File: config.mk
export PLATFORM = sky130hd
export DESIGN_NAME = kipt_queue
export DESIGN_NICKNAME = d
export VERILOG_FILES = /design/src/hdl/kipt_pkg.sv /design/src/hdl/kipt_queue.sv
export SDC_FILE = /design/constraint.sdc
export NUM_CORES = 1
export LEC_CHECK = 0
export BUFFER_PORTS_ARGS = -buffer_cell sky130_fd_sc_hd__buf_2
export CORE_MARGIN = 1
export CORE_UTILIZATION = 40
export CTS_CLUSTER_SIZE = 10
export DETAILED_ROUTE_END_ITERATION = 8
export GPL_ROUTABILITY_DRIVEN = 0
export GPL_TIMING_DRIVEN = 0
export PLACE_DENSITY_LB_ADDON = 0.08
export SETUP_SLACK_MARGIN = 0.1
export SYNTH_ARGS = -nofsm -noshare
export SYNTH_HDL_FRONTEND = slang
export SYNTH_SLANG_ARGS = --single-unit
export TNS_END_PERCENT = 10
File: constraint.sdc
create_clock -name clock -period 8.35 [get_ports clock]
set_input_delay 1.2525 -clock clock [delete_from_list [all_inputs] [get_ports clock]]
set_output_delay 1.2525 -clock clock [all_outputs]
set_load 0.005 [all_outputs]
File: src/hdl/kipt_pkg.sv
package kipt_pkg;

   // Field widths of the command word that runs from the front part to the back part.
   // They cover a table of up to 256 slots; the request and response slot fields limit the block to 32.
   localparam int SLOT_FIELD_W = 8;
   localparam int USED_FIELD_W = 9;

   // Depth of the command queue between the two parts.
   localparam int QUEUE_DEPTH = 2;

   localparam logic [30:0] NSEC_PER_SEC = 31'd1000000000;
   localparam logic [29:0] NSEC_MAX     = 30'd999999999;

   typedef enum logic [1:0] {
      ACT_CLEAR = 2'd0,
      ACT_START = 2'd1,
      ACT_STOP  = 2'd2,
      ACT_READ  = 2'd3
   } action_type;

   typedef enum logic [1:0] {
      ST_OK     = 2'd0,
      ST_FULL   = 2'd1,
      ST_MISS   = 2'd2,
      ST_UNUSED = 2'd3
   } status_type;

   typedef enum logic [2:0] {
      CMD_CLEAR,
      CMD_FULL,
      CMD_MISS,
      CMD_UNUSED,
      CMD_START_NEW,
      CMD_START_HIT,
      CMD_STOP,
      CMD_READ
   } cmd_op_type;

   typedef enum logic {
      F_IDLE,
      F_CLASS
   } front_state_type;

   typedef enum logic [1:0] {
      B_IDLE,
      B_FETCH,
      B_ACC,
      B_DONE
   } back_state_type;

   typedef struct packed {
      action_type  action;
      logic [31:0] key;
      logic [31:0] now_sec;
      logic [29:0] now_nsec;
      logic [4:0]  slot;
   } req_type;

   typedef struct packed {
      status_type  status;
      logic [4:0]  hit_slot;
      logic [31:0] entry_key;
      logic [31:0] run_count;
      logic [31:0] total_sec;
      logic [29:0] total_nsec;
      logic [5:0]  used_entries;
   } rsp_type;

   typedef struct packed {
      cmd_op_type                op;
      logic [SLOT_FIELD_W-1:0]   slot;
      logic [USED_FIELD_W-1:0]   used;
      logic [31:0]               key;
      logic [31:0]               now_sec;
      logic [29:0]               now_nsec;
   } cmd_type;

   typedef struct packed {
      logic full;
      logic empty;
   } queue_flags_type;

   typedef struct packed {
      logic [31:0] key;
      logic [31:0] count;
      logic [31:0] total_sec;
      logic [29:0] total_nsec;
      logic [31:0] start_sec;
      logic [29:0] start_nsec;
   } entry_type;

endpackage

File: src/hdl/kipt_queue.sv
module kipt_queue (
   input  logic                      clock,
   input  logic                      reset,
   input  logic                      push,
   input  kipt_pkg::cmd_type         push_cmd,
   input  logic                      pop,
   output kipt_pkg::cmd_type         head,
   output kipt_pkg::queue_flags_type flags
);

   localparam int PTR_W = (kipt_pkg::QUEUE_DEPTH > 1) ? $clog2(kipt_pkg::QUEUE_DEPTH) : 1;
   localparam int CNT_W = $clog2(kipt_pkg::QUEUE_DEPTH + 1);

   kipt_pkg::cmd_type slot_ff [kipt_pkg::QUEUE_DEPTH];
   logic [PTR_W-1:0]  wr_ptr_ff, rd_ptr_ff;
   logic [CNT_W-1:0]  count_ff;
   logic              do_push, do_pop;

   assign flags.full  = (count_ff == CNT_W'(kipt_pkg::QUEUE_DEPTH));
   assign flags.empty = (count_ff == '0);
   assign do_push     = push && !flags.full;
   assign do_pop      = pop && !flags.empty;
   assign head        = slot_ff[rd_ptr_ff];

   always_ff @(posedge clock) begin
      if (reset) begin
         wr_ptr_ff <= '0;
         rd_ptr_ff <= '0;
         count_ff  <= '0;
      end else begin
         if (do_push) begin
            wr_ptr_ff <= (wr_ptr_ff == PTR_W'(kipt_pkg::QUEUE_DEPTH - 1)) ?
                         '0 : wr_ptr_ff + PTR_W'(1);
         end
         if (do_pop) begin
            rd_ptr_ff <= (rd_ptr_ff == PTR_W'(kipt_pkg::QUEUE_DEPTH - 1)) ?
                         '0 : rd_ptr_ff + PTR_W'(1);
         end
         if (do_push && !do_pop) begin
            count_ff <= count_ff + CNT_W'(1);
         end else if (do_pop && !do_push) begin
            count_ff <= count_ff - CNT_W'(1);
         end
      end
   end

   always_ff @(posedge clock) begin
      if (do_push) begin
         slot_ff[wr_ptr_ff] <= push_cmd;
      end
   end

endmodule

==> impl_metrics.sql <==
INSERT INTO impl_metrics (metric_group, metric, value, unit) VALUES
('die', 'die_height', '149', 'um'),
('routing', 'number_of_routed_nets_with_antenna_violations', '0', ''),
('die', 'fp.dieArea', '22300', 'um2'),
('critical_path', 'timing.critical_path.fanout_max', '10', ''),
('grt', 'grt_pass1_vias', '4602', ''),
('cts', 'cts.path.max_buffers', '3', ''),
('pwr', 'power_leakage', '4.24', 'nW'),
('critical_path', 'worst_setup_path_start_kind', 'flip-flop', ''),
('synthesis', 'synth_seq_cells', '233', ''),
('die', 'core_area', '21200', 'um2'),
('timing', 'timing_hold_violations_final', '0', ''),
('synthesis', 'synth_top_area_cell', 'sky130_fd_sc_hd__edfxtp_1', ''),
('timing', 'final.period_utilization', '0.364', ''),
('timing', 'maxClockFrequency', '0.329', 'GHz'),
('routing', 'number_of_detailed_route_iterations_in_the_first_pass', '4', ''),
('timing', 'max-slew-margin-rel', '0.685', ''),
('synthesis', 'synth_flop_cell', 'sky130_fd_sc_hd__edfxtp_1', ''),
('synthesis', 'synthDominantCellAreaShare', '0.788', ''),
('routing', 'drtIter0Drc', '185', ''),
('synthesis', 'synth-edff-count', '228', ''),
('die', 'floorplan.initialDensity', '0.411', ''),
('synthesis', 'synth.net_count', '499', ''),
('status', 'outcome', 'finished clean', ''),
('cells_and_area', 'final_net_count', '764', ''),
('cts', 'tritoncts.num_buffers', '27', ''),
('synthesis', 'async_flop_share', '0', ''),
('synthesis', 'synth_area_leaders', 'sky130_fd_sc_hd__edfxtp_1 (79%), sky130_fd_sc_hd__mux2_4 (10%), sky130_fd_sc_hd__mux2_2 (7.0%)', ''),
('routing', 'drt_wl_total', '15.8', 'mm'),
('synthesis', 'synth.avg_cell_area', '22.9', 'um2'),
('grt', 'grt_start_max_net_pins', '89', ''),
('placement', 'hpwl', '10.5', 'mm'),
('pwr', 'total_power', '3.32', 'mW'),
('routing', 'vias', '4320', ''),
('cts', 'cts_root_buf', 'sky130_fd_sc_hd__clkbuf_16', ''),
('routing', 'route.detailed.vias_per_inst', '4.63', ''),
('synthesis', 'yosysSeqAreaShare', '0.799', ''),
('cts', 'tritoncts_clock_tree', 'yes', ''),
('cells_and_area', 'areaGrowthSynthToFinish', '26.9', '%'),
('cells_and_area', 'utilization_of_the_core_after_routing', '0.521', ''),
('grt', 'globalRouteTotalUtil', '0.141', ''),
('timing', 'timing.final.max_slew_violations', '0', ''),
('die', 'dieWidth', '149', 'um'),
('timing', 'rsz0062_at_grt', 'false', ''),
('cts', 'cts_hold_buf', '0', ''),
('synthesis', 'syn-cell-area', '8690', 'um2'),
('routing', 'drc', '0', ''),
('synthesis', 'post_synth_num_cell_types', '16', ''),
('pwr', 'worst_vdd_drop', '0.185', 'mV'),
('hold_path', 'hp-class', 'flip-flop to flip-flop', ''),
('cts', 'clk-insertion-delay-late', '510', 'ps'),
('cells_and_area', 'area_used_by_multi_input_combinational_logic', '1620', 'um2'),
('synthesis', 'synthesis.instances', '380', ''),
('cts', 'clock-sinks', '233', ''),
('grt', 'antenna_violations_before_repair', '3', ''),
('cts', 'post-cts-setup-buffers', '0', ''),
('routing', 'wl_per_cell', '16.9', 'um'),
('timing', 'worst_slew_pin_slew', '472', 'ps'),
('job', 'drv_cap', '0', ''),
('timing', 'timing.clock.skew', '14.7', 'ps'),
('grt', 'grt_pass1_wl', '24.0', 'mm'),
('die', 'boundaryPins', '234', ''),
('pwr', 'pwr_density_cell', '301', 'nW/um2'),
('cells_and_area', 'fillerInstances', '1765', ''),
('timing', 'setup_violations', '0', ''),
('critical_path', 'kind_of_critical_path', 'flip-flop to primary output', ''),
('placement', 'io_buffers', '233', ''),
('timing', 'timing.final.crit_period', '3040', 'ps'),
('die', 'floorplan.rows', '53', ''),
('grt', 'gr-total-overflow', '0', ''),
('cells_and_area', 'area.sequential', '6950', 'um2'),
('cells_and_area', 'drive_gt1_frac', '0.600', ''),
('timing', 'setup-tns-final', '0', 'ps'),
('critical_path', 'critical_path.endpoint_type', 'primary output', ''),
('critical_path', 'timing.critical_path.required', '7100', 'ps'),
('cts', 'h-tree-depth', '1', ''),
('cts', 'clk_pin_slew', '50', 'ps'),
('critical_path', 'cp.arrival', '1780', 'ps'),
('cts', 'cts.repair.resized', '0', ''),
('synthesis', 'yosysWarnings', '0', '');
power breakdown:
part	leakage, nW	switching, mW	internal [mW]
Clock	0.355	0.402	0.596
Combinational	1.71	0.375	0.438
Sequential	2.17	0.0354	1.47
Total	4.24	0.812	2.50
worst paths after layout:
kind	start	to	slack [ps]	depth (start not counted)
max	flip-flop	head[73]	5310	5
min	wr_ptr_ff	wr_ptr_ff	490	2
max reg2reg	count_ff[0]	slot_ff[1][66]	6270	5
min reg2reg	wr_ptr_ff	wr_ptr_ff	490	2
worst max-delay path: stages, from the launching register on:
cell	delay (ps)
sky130_fd_sc_hd__dfxtp_1	320
sky130_fd_sc_hd__buf_6	130
sky130_fd_sc_hd__buf_8	160
sky130_fd_sc_hd__buf_6	200
sky130_fd_sc_hd__mux2_4	310
sky130_fd_sc_hd__buf_2	150
layout make-up:
cell class / instances / area share
flip-flops and latches: 233 / 0.630
multi-input cells: 132 / 0.147
repair buffers: 236 / 0.113
clock buffers: 41 / 0.0669
well taps: 275 / 0.0312
plain buffers: 13 / 0.0108
inverters: 2 / 0.00113
diodes: 2 / 0.000454
Yosys cell counts (all sizes together), types with 2 or more instances:
cell type and number:
o21ai 3, buf 13, edfxtp 228, mux2 114, dfxtp 5, or3 2, xor2 3, nor2 5
inv 2, a21oi 2
through the flow:
stage / cells / hold WS, ps / setup slack, ps / area [um2]
3_3_place_gp: 888 / 469 / 2120 / 10200
2_1_floorplan: 380 / 452 / 3790 / 8690
5_1_grt: 933 / 523 / 5200 / 11000
4_1_cts: 932 / 492 / 5250 / 11000
6_report: 934 / 490 / 5310 / 11000
3_5_place_dp: 891 / 484 / 5360 / 10300
cells by family (layout without fill, tap and decap cells):
| family | count (synthesis) | count (layout) | synth area share |
|---|---|---|---|
| AO/OA/AOI/OAI | 5 | 5 | 0.00288 |
| buffers and inverters | 15 | 292 | 0.0145 |
| multiplexers | 114 | 114 | 0.174 |
| XOR/XNOR | 3 | 3 | 0.00302 |
| adder cells (fa/ha/maj) | 1 | 1 | 0.00144 |
| flip-flops | 233 | 233 | 0.799 |
| other | 0 | 2 | 0 |
| AND/OR/NAND/NOR | 9 | 9 | 0.00533 |
per-layer routing:
layer,track usage,vias up,share of wire
met5,0,-,0.00063
met4,0.0474,2,0.026
met3,0.0585,28,0.11
met2,0.240,174,0.49
met1,0.159,2082,0.38
li1,-,2034,-
state kept, by name, summed over array words and instances, names as in the netlist, named ones only:
register	count
wr_ptr_ff	1
count_ff	2
rd_ptr_ff	1
slot_ff	228
placed cells by master (no fill, tap or decap), drive strengths merged:
cell    Yosys  routed
clkbuf      0      41
dfxtp       5       5
and2        1       1
or3         2       2
mux2      114     114
xor2        3       3
inv         2       2
diode       0       2
a21oi       2       2
nor2        5       5
o21ai       3       3
edfxtp    228     228
buf        13     249
ha          1       1
nor2b       1       1
Note: power is estimated with default switching activity, not from simulation.
