<file path="config.mk">
export PLATFORM = sky130hd
export DESIGN_NAME = kipt_front
export DESIGN_NICKNAME = d
export VERILOG_FILES = /design/src/hdl/kipt_pkg.sv /design/src/hdl/kipt_front.sv
export SDC_FILE = /design/constraint.sdc
export NUM_CORES = 1
export LEC_CHECK = 0
export ABC_AREA = 1
export BUFFER_PORTS_ARGS = -buffer_cell sky130_fd_sc_hd__buf_4
export CAP_MARGIN = 10
export CORE_ASPECT_RATIO = 1.25
export CORE_MARGIN = 2
export CORE_UTILIZATION = 35
export DETAILED_ROUTE_END_ITERATION = 10
export PLACE_DENSITY_LB_ADDON = 0.15
export SKIP_LAST_GASP = 1
export SYNTH_ARGS = -nofsm -noshare
export SYNTH_HDL_FRONTEND = slang
export SYNTH_SLANG_ARGS = --single-unit
export TNS_END_PERCENT = 10
</file>
<file path="constraint.sdc">
create_clock -name clock -period 9.45 [get_ports clock]
set_input_delay 1.89 -clock clock [delete_from_list [all_inputs] [get_ports clock]]
set_output_delay 1.89 -clock clock [all_outputs]
set_load 0.01 [all_outputs]
</file>
<file path="src/hdl/kipt_pkg.sv">
package kipt_pkg;

   // Field widths of the command word that runs from the front part to the back part.
   // They cover a table of up to 256 slots; the request and response slot fields limit the block to 32.
   localparam int SLOT_FIELD_W = 8;
   localparam int USED_FIELD_W = 9;

   // Depth of the command queue between the two parts.
   localparam int QUEUE_DEPTH = 2;

   localparam logic [30:0] NSEC_PER_SEC = 31'd1000000000;
   localparam logic [29:0] NSEC_MAX     = 30'd999999999;

   typedef enum logic [1:0] {
      ACT_CLEAR = 2'd0,
      ACT_START = 2'd1,
      ACT_STOP  = 2'd2,
      ACT_READ  = 2'd3
   } action_type;

   typedef enum logic [1:0] {
      ST_OK     = 2'd0,
      ST_FULL   = 2'd1,
      ST_MISS   = 2'd2,
      ST_UNUSED = 2'd3
   } status_type;

   typedef enum logic [2:0] {
      CMD_CLEAR,
      CMD_FULL,
      CMD_MISS,
      CMD_UNUSED,
      CMD_START_NEW,
      CMD_START_HIT,
      CMD_STOP,
      CMD_READ
   } cmd_op_type;

   typedef enum logic {
      F_IDLE,
      F_CLASS
   } front_state_type;

   typedef enum logic [1:0] {
      B_IDLE,
      B_FETCH,
      B_ACC,
      B_DONE
   } back_state_type;

   typedef struct packed {
      action_type  action;
      logic [31:0] key;
      logic [31:0] now_sec;
      logic [29:0] now_nsec;
      logic [4:0]  slot;
   } req_type;

   typedef struct packed {
      status_type  status;
      logic [4:0]  hit_slot;
      logic [31:0] entry_key;
      logic [31:0] run_count;
      logic [31:0] total_sec;
      logic [29:0] total_nsec;
      logic [5:0]  used_entries;
   } rsp_type;

   typedef struct packed {
      cmd_op_type                op;
      logic [SLOT_FIELD_W-1:0]   slot;
      logic [USED_FIELD_W-1:0]   used;
      logic [31:0]               key;
      logic [31:0]               now_sec;
      logic [29:0]               now_nsec;
   } cmd_type;

   typedef struct packed {
      logic full;
      logic empty;
   } queue_flags_type;

   typedef struct packed {
      logic [31:0] key;
      logic [31:0] count;
      logic [31:0] total_sec;
      logic [29:0] total_nsec;
      logic [31:0] start_sec;
      logic [29:0] start_nsec;
   } entry_type;

endpackage

</file>
<file path="src/hdl/kipt_front.sv">
module kipt_front #(
   parameter int ENTRY_COUNT = 32
) (
   input  logic                      clock,
   input  logic                      reset,
   input  logic                      req_valid,
   output logic                      req_stall,
   input  kipt_pkg::req_type         req_payload,
   input  kipt_pkg::queue_flags_type q_flags,
   output logic                      q_push,
   output kipt_pkg::cmd_type         q_cmd
);

   localparam int IDX_W  = (ENTRY_COUNT > 1) ? $clog2(ENTRY_COUNT) : 1;
   localparam int FILL_W = $clog2(ENTRY_COUNT + 1);

   kipt_pkg::front_state_type state_ff, state_in;
   kipt_pkg::req_type         item_ff, item_in;
   logic [ENTRY_COUNT-1:0]    match_ff, match_in;
   logic [31:0]               key_ff [ENTRY_COUNT];
   logic [FILL_W-1:0]         fill_ff, fill_in;
   logic                      key_we;
   logic                      accept;
   logic                      hit;
   logic [IDX_W-1:0]          hit_idx;
   logic [29:0]               nsec_clamped;

   assign accept    = req_valid && (state_ff == kipt_pkg::F_IDLE);
   assign req_stall = (state_ff != kipt_pkg::F_IDLE);

   assign nsec_clamped = (req_payload.now_nsec > kipt_pkg::NSEC_MAX) ?
                         kipt_pkg::NSEC_MAX : req_payload.now_nsec;

   always_comb begin
      item_in          = req_payload;
      item_in.now_nsec = nsec_clamped;
   end

   // One comparator per slot; slots at or above the fill level never match.
   always_comb begin
      for (int i = 0; i < ENTRY_COUNT; i++) begin
         match_in[i] = (key_ff[i] == req_payload.key) && (FILL_W'(i) < fill_ff);
      end
   end

   // Lowest matching slot wins.
   always_comb begin
      hit     = 1'b0;
      hit_idx = '0;
      for (int i = ENTRY_COUNT - 1; i >= 0; i--) begin
         if (match_ff[i]) begin
            hit     = 1'b1;
            hit_idx = IDX_W'(i);
         end
      end
   end

   always_ff @(posedge clock) begin
      if (reset) begin
         state_ff <= kipt_pkg::F_IDLE;
         fill_ff  <= '0;
      end else begin
         state_ff <= state_in;
         fill_ff  <= fill_in;
      end
   end

   always_ff @(posedge clock) begin
      if (accept) begin
         item_ff  <= item_in;
         match_ff <= match_in;
      end
      if (key_we) begin
         key_ff[fill_ff[IDX_W-1:0]] <= item_ff.key;
      end
   end

   always_comb begin
      state_in       = state_ff;
      fill_in        = fill_ff;
      q_push         = 1'b0;
      key_we         = 1'b0;
      q_cmd          = '0;
      q_cmd.op       = kipt_pkg::CMD_CLEAR;
      q_cmd.key      = item_ff.key;
      q_cmd.now_sec  = item_ff.now_sec;
      q_cmd.now_nsec = item_ff.now_nsec;
      unique case (state_ff)
         kipt_pkg::F_IDLE: begin
            if (accept) begin
               state_in = kipt_pkg::F_CLASS;
            end
         end
         kipt_pkg::F_CLASS: begin
            if (!q_flags.full) begin
               q_push   = 1'b1;
               state_in = kipt_pkg::F_IDLE;
               unique case (item_ff.action)
                  kipt_pkg::ACT_CLEAR: begin
                     q_cmd.op = kipt_pkg::CMD_CLEAR;
                     fill_in  = '0;
                  end
                  kipt_pkg::ACT_START: begin
                     if (hit) begin
                        q_cmd.op   = kipt_pkg::CMD_START_HIT;
                        q_cmd.slot = kipt_pkg::SLOT_FIELD_W'(hit_idx);
                     end else if (fill_ff == FILL_W'(ENTRY_COUNT)) begin
                        q_cmd.op = kipt_pkg::CMD_FULL;
                     end else begin
                        q_cmd.op   = kipt_pkg::CMD_START_NEW;
                        q_cmd.slot = kipt_pkg::SLOT_FIELD_W'(fill_ff);
                        key_we     = 1'b1;
                        fill_in    = fill_ff + FILL_W'(1);
                     end
                  end
                  kipt_pkg::ACT_STOP: begin
                     if (hit) begin
                        q_cmd.op   = kipt_pkg::CMD_STOP;
                        q_cmd.slot = kipt_pkg::SLOT_FIELD_W'(hit_idx);
                     end else begin
                        q_cmd.op = kipt_pkg::CMD_MISS;
                     end
                  end
                  kipt_pkg::ACT_READ: begin
                     q_cmd.slot = kipt_pkg::SLOT_FIELD_W'(item_ff.slot);
                     if (kipt_pkg::USED_FIELD_W'(item_ff.slot) <
                         kipt_pkg::USED_FIELD_W'(fill_ff)) begin
                        q_cmd.op = kipt_pkg::CMD_READ;
                     end else begin
                        q_cmd.op = kipt_pkg::CMD_UNUSED;
                     end
                  end
               endcase
               q_cmd.used = kipt_pkg::USED_FIELD_W'(fill_in);
            end
         end
      endcase
   end

endmodule

</file>
==> results.txt, run 1 <==
- By area the synthesized netlist is led by sky130_fd_sc_hd__edfxtp_1 (69%), sky130_fd_sc_hd__xnor2_1 (7.3%), sky130_fd_sc_hd__nand2_1 (3.5%), sky130_fd_sc_hd__xor2_1 (2.8%), sky130_fd_sc_hd__or2_2 (2.3%).
- Headroom to the max-slew limit came out at ~24%.
* Last weighted congestion value of the routability-driven placer: roughly 0.9
- The min-delay analysis places its worst path in the category register to register.
* Final period demand of the worst path: a little over 6 ns
- around 220 I/O pins were placed.
- Count of standard-cell rows: between 150 and 200
* Initial antenna violation count: 18
* Setup-failing EPs final: 0
- Synth Instances: approximately 3600
- Adding up every negative setup slack in the final design gives 0 ns.
* Clock tree skew after final layout: between 0.04 and 0.05 ns
- Final critical-path share of the clock period: approximately two thirds
- Synth unique cells: between 50 and 60
- The routed layout has roughly 32000 vias.
- At the worst endpoint, the required time is 7.56 ns.
- Count of input and output buffers: 215
- Total power density per cell area: just under 200 nW/um^2
- Cells with a size suffix above 1 make up a little under a fifth of the layout.
- Most used flip-flop cell after synthesis: sky130_fd_sc_hd__edfxtp_1
* Sequential share of the synthesized area: between 60% and 70%
- Using the TritonRoute via totals, the vias-per-cell ratio works out to between 5 and 6.
- Slew at the pin closest to its max-slew limit: ~1.1 ns
* Average size of a mapped cell: 13.76 um^2
- The die is around 430 um tall.
* Final cell area excluding filler cells: slightly below 60000 um^2
* Area of placed instances: about 54000 um^2
* Share of synthesized registers carrying an async set or reset: 0%
- Derived from the worst setup path, the maximum achievable clock frequency is around 160 MHz.
- Remaining Overflow, GRT: 0
- DRT antenna net count: 0
- Overall track demand over capacity in global routing: between 20% and 30%
- Clock tree synthesis inserted a total of around 120 buffers.
- Synthesized flop and latch total: 1164
- Number of buffers between clock root and the deepest sink: 3
* Post-CTS Setup Bufs: 0
- The H-tree was split into 3 levels.
* Post-synth top area share: 69.43%
* Final max-slew violation count: 0
- After synthesis the cells add up to roughly 50000 um^2.
* Worst IR drop on VDD: around 0.15 mV
* Routed WL: 191.2 mm
* Horizontal die dimension: around 340 um
- First-pass GRT wire length: around 260 mm
- Filler cell count: around 13000
* Largest area contributor in the synthesized netlist: sky130_fd_sc_hd__edfxtp_1
- STA puts the critical path data arrival time at around 4.3 ns.
- Via count of the first global-routing pass: ~31000
* Wirelength per Cell: between 30 and 40 um
- STA classifies the critical path startpoint as an input port.
- From synthesis to final layout, the design area changed by 15.12%.
- The final number of hold-violating endpoints is 0.
- Max-cap violations: 0
- In this run the standard cell core region covers between 100000 and 150000 um^2.
- The die covers ~150000 um^2.
- The run finished with clean final reports.
- Leakage dissipation: 0.01881 uW
- TritonCTS built the clock tree.
- Unrepaired setup endpoints after global routing: false
* Drt drc: 0
- Number of enable flip-flop cells after synthesis: 1157
- Synth Area in XOR/XNOR: around a tenth
* Warnings from Yosys: 0
- Once the floorplan was initialized, standard cells occupied roughly a third of the core.
- The final layout contains slightly below 4000 nets.
- Post-DP HPWL: between 100 and 150 mm
* Critical Path Fanout Max: 10
* CP Capture Type: primary output
- The synthesized netlist devotes less than 1% of its cell area to adder and majority cells.
- Measured against the total synthesized area, the mux share comes to 0%.
* Clock Tree Root: sky130_fd_sc_hd__clkbuf_16
* Number of hold buffers added after CTS: 0
- By area, the combinational part of the netlist is dominated by XOR/XNOR gates.
* Share of the synthesized area in compound gates (AO/OA/AOI/OAI): between 6 and 7%
- Summing the areas of all and, or, nand and nor instances in the mapped netlist gives roughly a tenth of the synthesized area.
- DR pass1 iterations: 6
- Initial DRC Count: approximately 3400
* Maximum number of pins on one net before global-route repair: 68
- Clk sinks: 1164
* CTS-repair resized insts: 0
* Clock latency on the worst-skew pair: a little under 0.8 ns
- Clock-pin slew was measured on the worst setup and hold paths at approximately 0.060 ns.
- The critical path in this run is classified as input port to primary output.
[cells in the final DEF, fill, tap and decap left out, types with 4 or more instances in the layout]
master / synthesis / final
sky130_fd_sc_hd__edfxtp_1: 1157 / 1157
sky130_fd_sc_hd__nand2_1: 468 / 468
sky130_fd_sc_hd__xnor2_1: 417 / 417
sky130_fd_sc_hd__buf_4: 99 / 327
sky130_fd_sc_hd__or2_2: 181 / 181
sky130_fd_sc_hd__xor2_1: 160 / 160
sky130_fd_sc_hd__clkbuf_16: 0 / 125
sky130_fd_sc_hd__o21ai_0: 118 / 118
sky130_fd_sc_hd__inv_1: 114 / 114
sky130_fd_sc_hd__nor2_1: 134 / 100
sky130_fd_sc_hd__a221oi_1: 96 / 96
sky130_fd_sc_hd__nor4_1: 89 / 89
sky130_fd_sc_hd__nand4_1: 78 / 78
sky130_fd_sc_hd__o22ai_1: 73 / 73
sky130_fd_sc_hd__nand3_1: 68 / 68
sky130_fd_sc_hd__clkinv_1: 7 / 46
sky130_fd_sc_hd__a22o_1: 40 / 40
sky130_fd_sc_hd__clkinv_2: 0 / 30
sky130_fd_sc_hd__inv_2: 25 / 25
sky130_fd_sc_hd__a21oi_1: 23 / 23
sky130_fd_sc_hd__nor2_4: 0 / 23
sky130_fd_sc_hd__clkbuf_1: 68 / 18
sky130_fd_sc_hd__a2111oi_0: 17 / 17
sky130_fd_sc_hd__o21ai_1: 16 / 16
sky130_fd_sc_hd__nor2_2: 2 / 13
sky130_fd_sc_hd__nor3_1: 11 / 11
sky130_fd_sc_hd__a211oi_1: 11 / 11
sky130_fd_sc_hd__a221o_1: 10 / 10
sky130_fd_sc_hd__o2111ai_1: 10 / 10
sky130_fd_sc_hd__bufinv_16: 0 / 10
sky130_fd_sc_hd__ha_1: 9 / 9
sky130_fd_sc_hd__nor4b_1: 8 / 8
sky130_fd_sc_hd__dfxtp_1: 7 / 7
sky130_fd_sc_hd__or4_1: 6 / 6
sky130_fd_sc_hd__o221ai_1: 5 / 5
sky130_fd_sc_hd__conb_1: 1 / 5
sky130_fd_sc_hd__nand2_2: 4 / 4
[final timing paths]
check | start | to | slack [ns] | depth (start not counted)
max | q_flags[1] | q_cmd[105] | 3.24 | 7
min | req_stall | req_stall | 0.55 | 2
max reg2reg | match_ff[28] | key_ff[9][8] | 5.43 | 11
min reg2reg | req_stall | req_stall | 0.55 | 2
[worst max-delay path: stages]
cell	delay [ns]
sky130_fd_sc_hd__buf_4	0.11
sky130_fd_sc_hd__nor2_2	0.40
sky130_fd_sc_hd__inv_1	0.25
sky130_fd_sc_hd__nor2_1	0.49
sky130_fd_sc_hd__nor2_1	0.26
sky130_fd_sc_hd__nor2_1	0.66
sky130_fd_sc_hd__buf_4	0.24
[cell type report]
type	count	area [um^2]	share of cell area, %
multi-input cells	2082	13470	23.38
clock buffers	143	3196	5.547
clock inverters	87	695.7	1.208
repair buffers	327	2455	4.262
well taps	1884	2357	4.092
diodes	2	5.005	0.008688
flip-flops and latches	1164	34880	60.56
inverters	146	548.0	0.9513
[metrics by stage]
stage | std cells | util [%] | total power, uW | setup slack (ns) | hold WS [ns]
2_1_floorplan | 3641 | - | 6241 | 1.296 | 0.5238
3_3_place_gp | 5603 | 37.73 | 6682 | 3.323 | 0.5343
3_5_place_dp | 5603 | 37.73 | 6682 | 3.302 | 0.5438
4_1_cts | 5833 | 40.46 | 11420 | 3.287 | 0.5545
5_1_grt | 5834 | 40.47 | 11630 | 3.118 | 0.5845
6_report | 5835 | 40.47 | 11350 | 3.239 | 0.5521
[cells by family (layout without fill, tap and decap cells)]
kind of cell,count (synthesis),count (layout)
DFF,1164,1164
and+or+nand+nor,1055,1055
xor gates and xnor gates,577,577
AOI/OAI and AO/OA,436,436
buffers and inverters,395,703
adders and majority gates,9,9
other,1,7
[where the power goes]
group          switching [uW]  leakage (uW)  total, uW  internal (uW)
logic                     613       0.00636        828            215
registers                21.7        0.0105       5750           5720
clock network            2100       0.00192       4780           2670
total                    2740        0.0188      11400           8610
[per-layer routing]
metal	track usage (%)	part of all wire, %	vias up
met5	0	0.028	-
met4	10.13	3.9	8
li1	-	-	13590
met3	4.033	7.3	322
met2	44.61	49	1449
met1	32.64	40	16760
[sequential cells by signal, summed over array words and instances (netlist names)]
name / count
req_stall: 1
item_ff: 7
fill_ff: 6
key_ff: 1024
match_ff: 32
q_cmd: 94
[cell usage after synthesis, types with 42 or more instances]
master / instances
sky130_fd_sc_hd__nand2_1: 468
sky130_fd_sc_hd__inv_1: 114
sky130_fd_sc_hd__nand3_1: 68
sky130_fd_sc_hd__buf_2: 42
sky130_fd_sc_hd__nor4_1: 89
sky130_fd_sc_hd__o21ai_0: 118
sky130_fd_sc_hd__nand4_1: 78
sky130_fd_sc_hd__nor2_1: 134
sky130_fd_sc_hd__o22ai_1: 73
sky130_fd_sc_hd__or2_2: 181
sky130_fd_sc_hd__a221oi_1: 96
sky130_fd_sc_hd__xor2_1: 160
sky130_fd_sc_hd__buf_4: 99
sky130_fd_sc_hd__edfxtp_1: 1157
sky130_fd_sc_hd__xnor2_1: 417
sky130_fd_sc_hd__clkbuf_1: 68
No activity file was read; power rests on OpenSTA's default activity.
==> run 2: changes to the inputs <==
- clock period: 9.45 -> 5.5 ns (I/O delays scaled with it)
==> results.txt, run 2 (same netlist as run 1, synthesis figures left out) <==
- Clock tree skew after final layout: 0.05976 ns (+0.01021 ns)
* Remaining Overflow, GRT: 0 (unchanged)
- Unrepaired setup endpoints after global routing: false
- The number of standard-cell rows in the floorplan came to 155 (unchanged).
* H-tree levels: 3 (unchanged)
* Leakage dissipation: 0.01881 uW (about the same)
- The total negative setup slack was 0 ns (unchanged).
- Max Clock Freq: slightly above 200 MHz
- The initial core utilization came to 35.15% (unchanged).
- Overall track demand over capacity in global routing: 26.30% (+0.38 points)
* Detail-routed via count per cell: 5.557 (+0.92%)
* Total power density per cell area: 336.4 nW/um^2 (+71%)
- The total number of vias is 32490 (+1.1%).
- Launch point of the worst hold path: q_cmd[92]
* Path type of the worst setup path: register to primary output
- Last weighted congestion value of the routability-driven placer: 0.9228 (+5.1%)
- In the finished design, the share of the clock period the worst path needs comes to 89.23%.
- The initial antenna violation count was 23 (+5).
- The net total in the final layout came to 3972 (+0.38%).
- Number of placed I/O pins: 222 (unchanged)
- CP Capture Type: primary output
* Maximum number of pins on one net before global-route repair: 106 (+56%)
- Path class of the lowest-slack min-delay path: register to register
- Routed WL: 194.8 mm (+1.9%)
* Horizontal die dimension: 342.2 um (unchanged)
* Chip Height: 426.8 um (unchanged)
- Die outline area: 146000 um^2 (unchanged)
* Final hold vios: 0 (unchanged)
- Critical Path Fanout Max: 10 (unchanged)
- The floorplan core area was 142300 um^2 (unchanged).
- Reg2Reg Depth: 11 (unchanged)
* TritonCTS clock tree: yes
* Number of buffers inserted during clock tree synthesis: 120 (-0.83%)
- Cell Count Post-Placement: 5619 (+0.29%)
- The worst setup timing slack at the placement stage is 0.9092 ns (-2.393 ns).
* Via count of the first global-routing pass: 30450 (-1.2%)
- The total of fill cells in the finished design is 13320 (-0.70%).
- Flop-to-flop setup slack: 1.34 ns (-4.09 ns)
- Number of buffers between clock root and the deepest sink: 3 (unchanged)
- The layout cell share with drive strength beyond 1 was 19.04% (+0.022 points).
* Clock-pin transition on the worst setup and hold timing paths: 0.07 ns (about the same)
- Min-Delay Path Depth: 0 (-2)
- The number of DRC markers in iteration 0 was 4085 (+20%).
- The first-pass GRT wire length was 259.0 mm (+0.70%).
- The residual antenna-violating net count after detailed routing is 0 (unchanged).
- Slew at the pin closest to its max-slew limit: 1.099 ns (-0.03778 ns)
* Final non-filler cell total: 5847 (+0.21%)
- Count of input and output buffers: 215 (unchanged)
- Result of the run: finished clean
* Category of the worst setup path launch point: register
* Final period demand of the worst path: between 4 and 5 ns
* Clock Tree Root: sky130_fd_sc_hd__clkbuf_16
- Worst endpoint required time: 4.40 ns (-3.16 ns)
- Worst hold path endpoint: key_ff[18][30]
- CTS-repair resized insts: 0 (unchanged)
- The worst-case vdd ir drop is 0.2604 mV (+70%).
- The worst register-to-register path begins at match_ff[28].
* Post-DP HPWL: 112.7 mm (+3.7%)
- DR pass1 iterations: 5 (-1)
* Drt drc: 0 (unchanged)
- Most frequent cells in the layout: sky130_fd_sc_hd__edfxtp_1 (1157), sky130_fd_sc_hd__nand2_1 (468), sky130_fd_sc_hd__xnor2_1 (417)
- The post-CTS setup repair buffer count was 0 (unchanged).
* Wirelength per Cell: 33.32 um (+1.7%)
* Largest register FFs: 1024 (unchanged)
- The data arrival at the endpoint of the critical path is 3.81 ns (-0.51 ns).
- The clock insertion delay at the later pin of the skew report was 0.78 ns (about the same).
* Most frequent standard cell in the layout excluding fill and tap cells: sky130_fd_sc_hd__edfxtp_1
- Final setup slack of the worst path: 0.5923 ns (-2.647 ns)
- The number of buffers inserted by hold repair at cts was 0 (unchanged).
* Clk sinks: 1164 (unchanged)
* Final max-slew violation count: 0 (unchanged)
- The count of endpoints failing setup in the final report is 0 (unchanged).
- In this run the critical register-to-register path is captured at key_ff[23][23].
- The number of max-cap violations is 0 (unchanged).
- The normalized max-slew margin was 26.66% (+2.4 points).
- The layout overhead on the synthesized area is 15.18% (about the same).
run 2: cell count changes in the layout (fill, tap and decap cells not counted), sizes merged:
cell      change
bufinv        -3
diode         +6
buf          +16
inv           +1
clkbuf       +24
clkinvlp      -1
clkinv       -31
run 2: area by class of cell:
type                    count  area [um^2]  area share (%)
clock buffers             167         3241           5.622
diodes                      8        20.02         0.03473
multi-input cells        2082        13460           23.35
flip-flops and latches   1164        34880           60.52
inverters                 146        548.0          0.9508
clock inverters            53        516.7          0.8965
well taps                1884         2357           4.090
repair buffers            343         2613           4.533
run 2: how the worst max path moves through the flow:
| stage | startpoint | end | slack (ns) | cells past startpoint |
|---|---|---|---|---|
| final | match_ff[28] | q_cmd[105] | 0.59 | 10 |
| after global routing | match_ff[28] | q_cmd[108] | 0.51 | 10 |
| after CTS | match_ff[28] | q_cmd[105] | 0.70 | 10 |
| after detailed placement | q_flags[1] | q_cmd[113] | 0.91 | 7 |
| after global placement | q_flags[1] | q_cmd[113] | 0.89 | 7 |
| after floorplan | req_valid | item_ff[0] | 0.47 | 2 |
run 2: power breakdown:
part           switching (uW)  total (uW)  internal (uW)
combinational            1080        1460            380
clock                    3620        8060           4440
sequential               34.7        9870           9840
run 2: metal layers:
metal,vias to the layer above,global-route usage [%],wire (um)
met2,1509,44.75,95330
met1,17060,33.74,78010
met5,-,0,165
met4,6,10.53,7507
li1,13620,-,-
met3,289,3.668,13800
run 2: through the flow:
stage | total power (uW) | instance area [um^2] | hold WS (ns) | util [%]
after floorplan | 10720 | 50060 | 0.5342 | -
after global placement | 11510 | 53860 | 0.4395 | 37.84
after detailed placement | 11520 | 53860 | 0.4463 | 37.84
after CTS | 19510 | 57620 | 0.4444 | 40.48
after global routing | 19880 | 57620 | 0.4646 | 40.48
final | 19390 | 57640 | 0.4521 | 40.49
run 2: critical path, cell delays in order, from the launching register on:
cell and delay (ns):
sky130_fd_sc_hd__edfxtp_1 0.49, sky130_fd_sc_hd__nor4_1 0.78, sky130_fd_sc_hd__nand2_1 0.20, sky130_fd_sc_hd__nor3_2 0.17, sky130_fd_sc_hd__inv_2 0.09, sky130_fd_sc_hd__nor2_8 0.16
sky130_fd_sc_hd__inv_2 0.12, sky130_fd_sc_hd__o21ai_0 0.11, sky130_fd_sc_hd__a22oi_1 0.09, sky130_fd_sc_hd__nor2_1 0.58, sky130_fd_sc_hd__buf_4 0.24
